--- config.mk ---
export PLATFORM = sky130hd
export DESIGN_NAME = cec_divu
export DESIGN_NICKNAME = d
export VERILOG_FILES = /design/src/rtl/cec_pkg.sv /design/src/rtl/cec_divu.sv
export SDC_FILE = /design/constraint.sdc
export NUM_CORES = 1
export LEC_CHECK = 0
export BUFFER_PORTS_ARGS = -buffer_cell sky130_fd_sc_hd__buf_2
export CAP_MARGIN = 15
export CORE_AREA = 5 5 148 150
export DETAILED_ROUTE_END_ITERATION = 10
export DIE_AREA = 0 0 153 155
export PLACE_DENSITY = 0.66
export SLEW_MARGIN = 20
export SYNTH_ARGS = -nofsm -noshare
export SYNTH_HDL_FRONTEND = slang
export SYNTH_SLANG_ARGS = --single-unit
--- constraint.sdc ---
create_clock -name clk -period 16.8 [get_ports clk]
set_input_delay 3.36 -clock clk [delete_from_list [all_inputs] [get_ports clk]]
set_output_delay 3.36 -clock clk [all_outputs]
set_load 0.03 [all_outputs]
--- src/rtl/cec_pkg.sv ---
`timescale 1ns / 1ps
`default_nettype none
package cec_pkg;
	localparam logic [1:0] ACT_PASS   = 2'd0;
	localparam logic [1:0] ACT_HSV    = 2'd1;
	localparam logic [1:0] ACT_INVERT = 2'd2;

	localparam logic REG_NEAR = 1'b0;
	localparam logic REG_FAR  = 1'b1;

	localparam int THR_W = 18;
	localparam logic [THR_W-1:0] NEAR_RESET = 18'd10000;
	localparam logic [THR_W-1:0] FAR_RESET  = 18'd50000;
endpackage
`default_nettype wire

--- src/rtl/cec_divu.sv ---
`timescale 1ns / 1ps
`default_nettype none
// Exact floor(num * 2^F / den) for num <= den, den in 1..255, as a
// pipelined restoring divider: F+1 quotient bits, six bits per stage.
module cec_divu
	import cec_pkg::*;
#(
	parameter int F = 16,
	parameter int TAGW = 8
) (
	input  wire logic            clk,
	input  wire logic            en,
	input  wire logic [7:0]      num,
	input  wire logic [7:0]      den,
	input  wire logic [TAGW-1:0] tag_in,
	output logic      [F:0]      quo,
	output logic      [TAGW-1:0] tag_out
);
	localparam int NB = F + 1;
	localparam int PER = 6;
	localparam int NS = (NB + PER - 1) / PER;

	logic [8:0]      rem_q [NS];
	logic [7:0]      den_q [NS];
	logic [NB-1:0]   quo_q [NS];
	logic [TAGW-1:0] tag_q [NS];

	logic [8:0]    r_in [NS];
	logic [7:0]    d_in [NS];
	logic [NB-1:0] q_in [NS];
	logic [8:0]    rem_d [NS];
	logic [NB-1:0] quo_d [NS];

	always_comb begin
		logic [8:0]    r;
		logic [NB-1:0] qv;
		r_in[0] = {1'b0, num};
		d_in[0] = den;
		q_in[0] = '0;
		for (int s = 1; s < NS; s++) begin
			r_in[s] = rem_q[s-1];
			d_in[s] = den_q[s-1];
			q_in[s] = quo_q[s-1];
		end
		for (int s = 0; s < NS; s++) begin
			r = r_in[s];
			qv = q_in[s];
			for (int k = 0; k < PER; k++) begin
				if (s * PER + k < NB) begin
					if (s * PER + k > 0) begin
						r = {r[7:0], 1'b0};
					end
					qv = {qv[NB-2:0], 1'b0};
					if (r >= {1'b0, d_in[s]}) begin
						r = r - {1'b0, d_in[s]};
						qv[0] = 1'b1;
					end
				end
			end
			rem_d[s] = r;
			quo_d[s] = qv;
		end
	end

	always_ff @(posedge clk) begin
		if (en) begin
			for (int s = 0; s < NS; s++) begin
				rem_q[s] <= rem_d[s];
				quo_q[s] <= quo_d[s];
				den_q[s] <= d_in[s];
			end
			tag_q[0] <= tag_in;
			for (int s = 1; s < NS; s++) begin
				tag_q[s] <= tag_q[s-1];
			end
		end
	end

	assign quo = quo_q[NS-1];
	assign tag_out = tag_q[NS-1];
endmodule
`default_nettype wire

==> run summary <==
share of cells above drive strength 1 - 0.165
gr usage total - 0.202
Filler cells - 1905
Final ANT Viol Nets - 0
number of synthesized flops with an enable pin - 91
Die Span Y - 155 microns
vias in the first global route - 7820
# port buffers - 50
final RePlAce weighted congestion - 0.910
CTS tree - yes
Synth Net Count - 1222
Yosys Warn Count - 0
status - completed
first-pass GRT wire length - 39.2 mm
most instantiated cells after synthesis - ha_1 (123), nor2_1 (94), edfxtp_1 (91), inv_1 (74), a21oi_1 (66)
Worst setup EP type - register
core area - 0.0206 sq mm
Area Growth Syn to Fin - 9.21%
CP arrival - 16.05 ns
Starting Density - 0.486
asr flop ratio synth - 0
Diodes inserted - 0
width of the chip - 153 microns
Mapped Avg Cell Area - 9.34 sq um
CTS Sinks - 91
IO Pins - 51
Core Rows - 53
crit path launch type - input pin
synth unique cells - 86
clk slew on worst S/H paths - 0.08 ns
CTS H-tree depth - 3
NumNets Final - 1277
CTS Hold Buffers Added - 0
min cycle time layout - 15.95 ns
Slew Viols, Final - 0
CTS root buffer - clkbuf_16
Hold Path Class - reg -> reg
Worst Setup Path Type - in -> reg
die area - 0.0237 sq mm
Tightest Pin Transition - 0.925 ns
wirelength, routed - 24.4 mm
fin crit share - 0.949
hold depth - 0
Synth area leaders - edfxtp_1 (27%), ha_1 (15%), mux2_2 (6.1%), nor2_1 (3.5%), a21oi_1 (3.3%)
vias after detailed routing - 8239
Crit path top cell by count - ha_1
prevailing post-synth register cell - edfxtp_1
cells after synthesis - 1069
TritonCTS Buffers - 9
antenna violations before repair - 0
Synth area leader - edfxtp_1
DP Wirelength - 19.1 mm
Crit path required time - 16.90 ns
Final Hold Fails - 0
cell with the largest stage delay on the worst path - a311oi_1
Final Skew - 0.00586 ns
register area share after synthesis - 0.274
Worst path max stage delay - 0.58 ns
fmax - 62.7 MHz
TNS Setup - 0 ns
most frequent cell after synthesis - ha_1
routed len/inst - 17.4 microns
flops & latches, synth - 91
largest net degree at the start of global routing - 59
R2R cell count - 51
total of max-cap violations - 0
worst-path maximum fanout - 10
Mapped Area - 0.00998 sq mm
CTS max path bufs - 2
worst-skew pair later-pin latency - 0.35 ns
initial drt markers - 542
DR vias/cell - 5.87
RSZ-0062 raised after global routing - false
DRC - 0
drt first pass iters - 5
gr ovfl total - 0
endpoints failing setup - 0
Synth top area share - 0.274
Slew headroom - 0.367
final timing paths:
kind                startpoint            to  slack, ns
setup / recovery        den[1]   rem_q[0][6]       0.85
hold / removal    quo_q[0][21]  quo_q[0][43]       0.42
setup reg to reg   den_q[0][1]   rem_q[0][9]       2.17
hold reg to reg   quo_q[0][21]  quo_q[0][43]       0.42
metrics by stage:
step                      cells  instance area, sq um  hold slack [ns]  setup slack, ns  utilization
after floorplan            1069                  9980            0.400             1.50            -
after global placement     1385                 10500            0.400            0.472        0.513
after detailed placement   1385                 10500            0.405            0.123        0.513
after CTS                  1401                 10800            0.418            0.486        0.527
after global routing       1404                 10900            0.428           0.0185        0.530
final                      1404                 10900            0.415            0.849        0.530
cell type report:
cell class	count	area (sq um)	area share
Multi-Input combinational cell	877	6850	0.628
Sequential cell	91	2730	0.251
Timing Repair Buffer	64	370	0.0340
Tap cell	275	344	0.0316
Inverter	81	314	0.0288
Clock buffer	9	225	0.0207
Clock inverter	7	67.6	0.00620
per-layer routing:
metal	global-route usage	vias up	routed length [microns]
met5	0	-	0
met4	0.0641	0	605
met3	0.0292	34	1030
met2	0.332	170	11000
met1	0.278	3911	11700
li1	-	4124	-
sequential cells by signal (all words and copies together) (netlist names):
name   count
den_q     16
tag_q     24
rem_q     16
quo_q     35
critical path: cells and delay by family:
kind | cells | cell delay [ns]
AO/OA/AOI/OAI | 22 | 5.42
multiplexers | 8 | 2.31
adder cells (fa/ha/maj) | 6 | 1.91
buffers and inverters | 5 | 0.66
AND/OR/NAND/NOR | 10 | 2.38
cells by family after synthesis:
group	count (synthesis)	share of synthesized area
muxes	86	0.0985
and+or+nand+nor	284	0.145
DFF	91	0.274
xor gates and xnor gates	68	0.0597
AOI/OAI and AO/OA	312	0.218
adders and majority gates	127	0.162
buffers and inverters	101	0.0434
cell usage in the layout, fill, tap and decap left out, types with 20 or more instances in the layout:
cell	synthesis	layout
a21o_1	40	40
nor3_1	23	23
a21oi_1	66	66
inv_1	74	74
edfxtp_1	91	91
nand3_1	20	20
mux2i_1	24	20
nor2b_1	26	26
nand2_1	44	44
o21a_1	25	25
xnor2_1	37	37
ha_1	123	122
buf_2	2	49
o21ai_0	59	58
xor2_1	31	31
mux2_2	54	54
nor2_1	94	93
timing repair:
action	CTS	global route
endpoints found under the setup margin	0	9
hold endpoints to repair	0	0
setup buffers	0	3
resized for setup	0	10
Power is left out: the tool's default activity adds up to more than one toggle a clock period on the data nets, which glitch-free logic cannot reach.
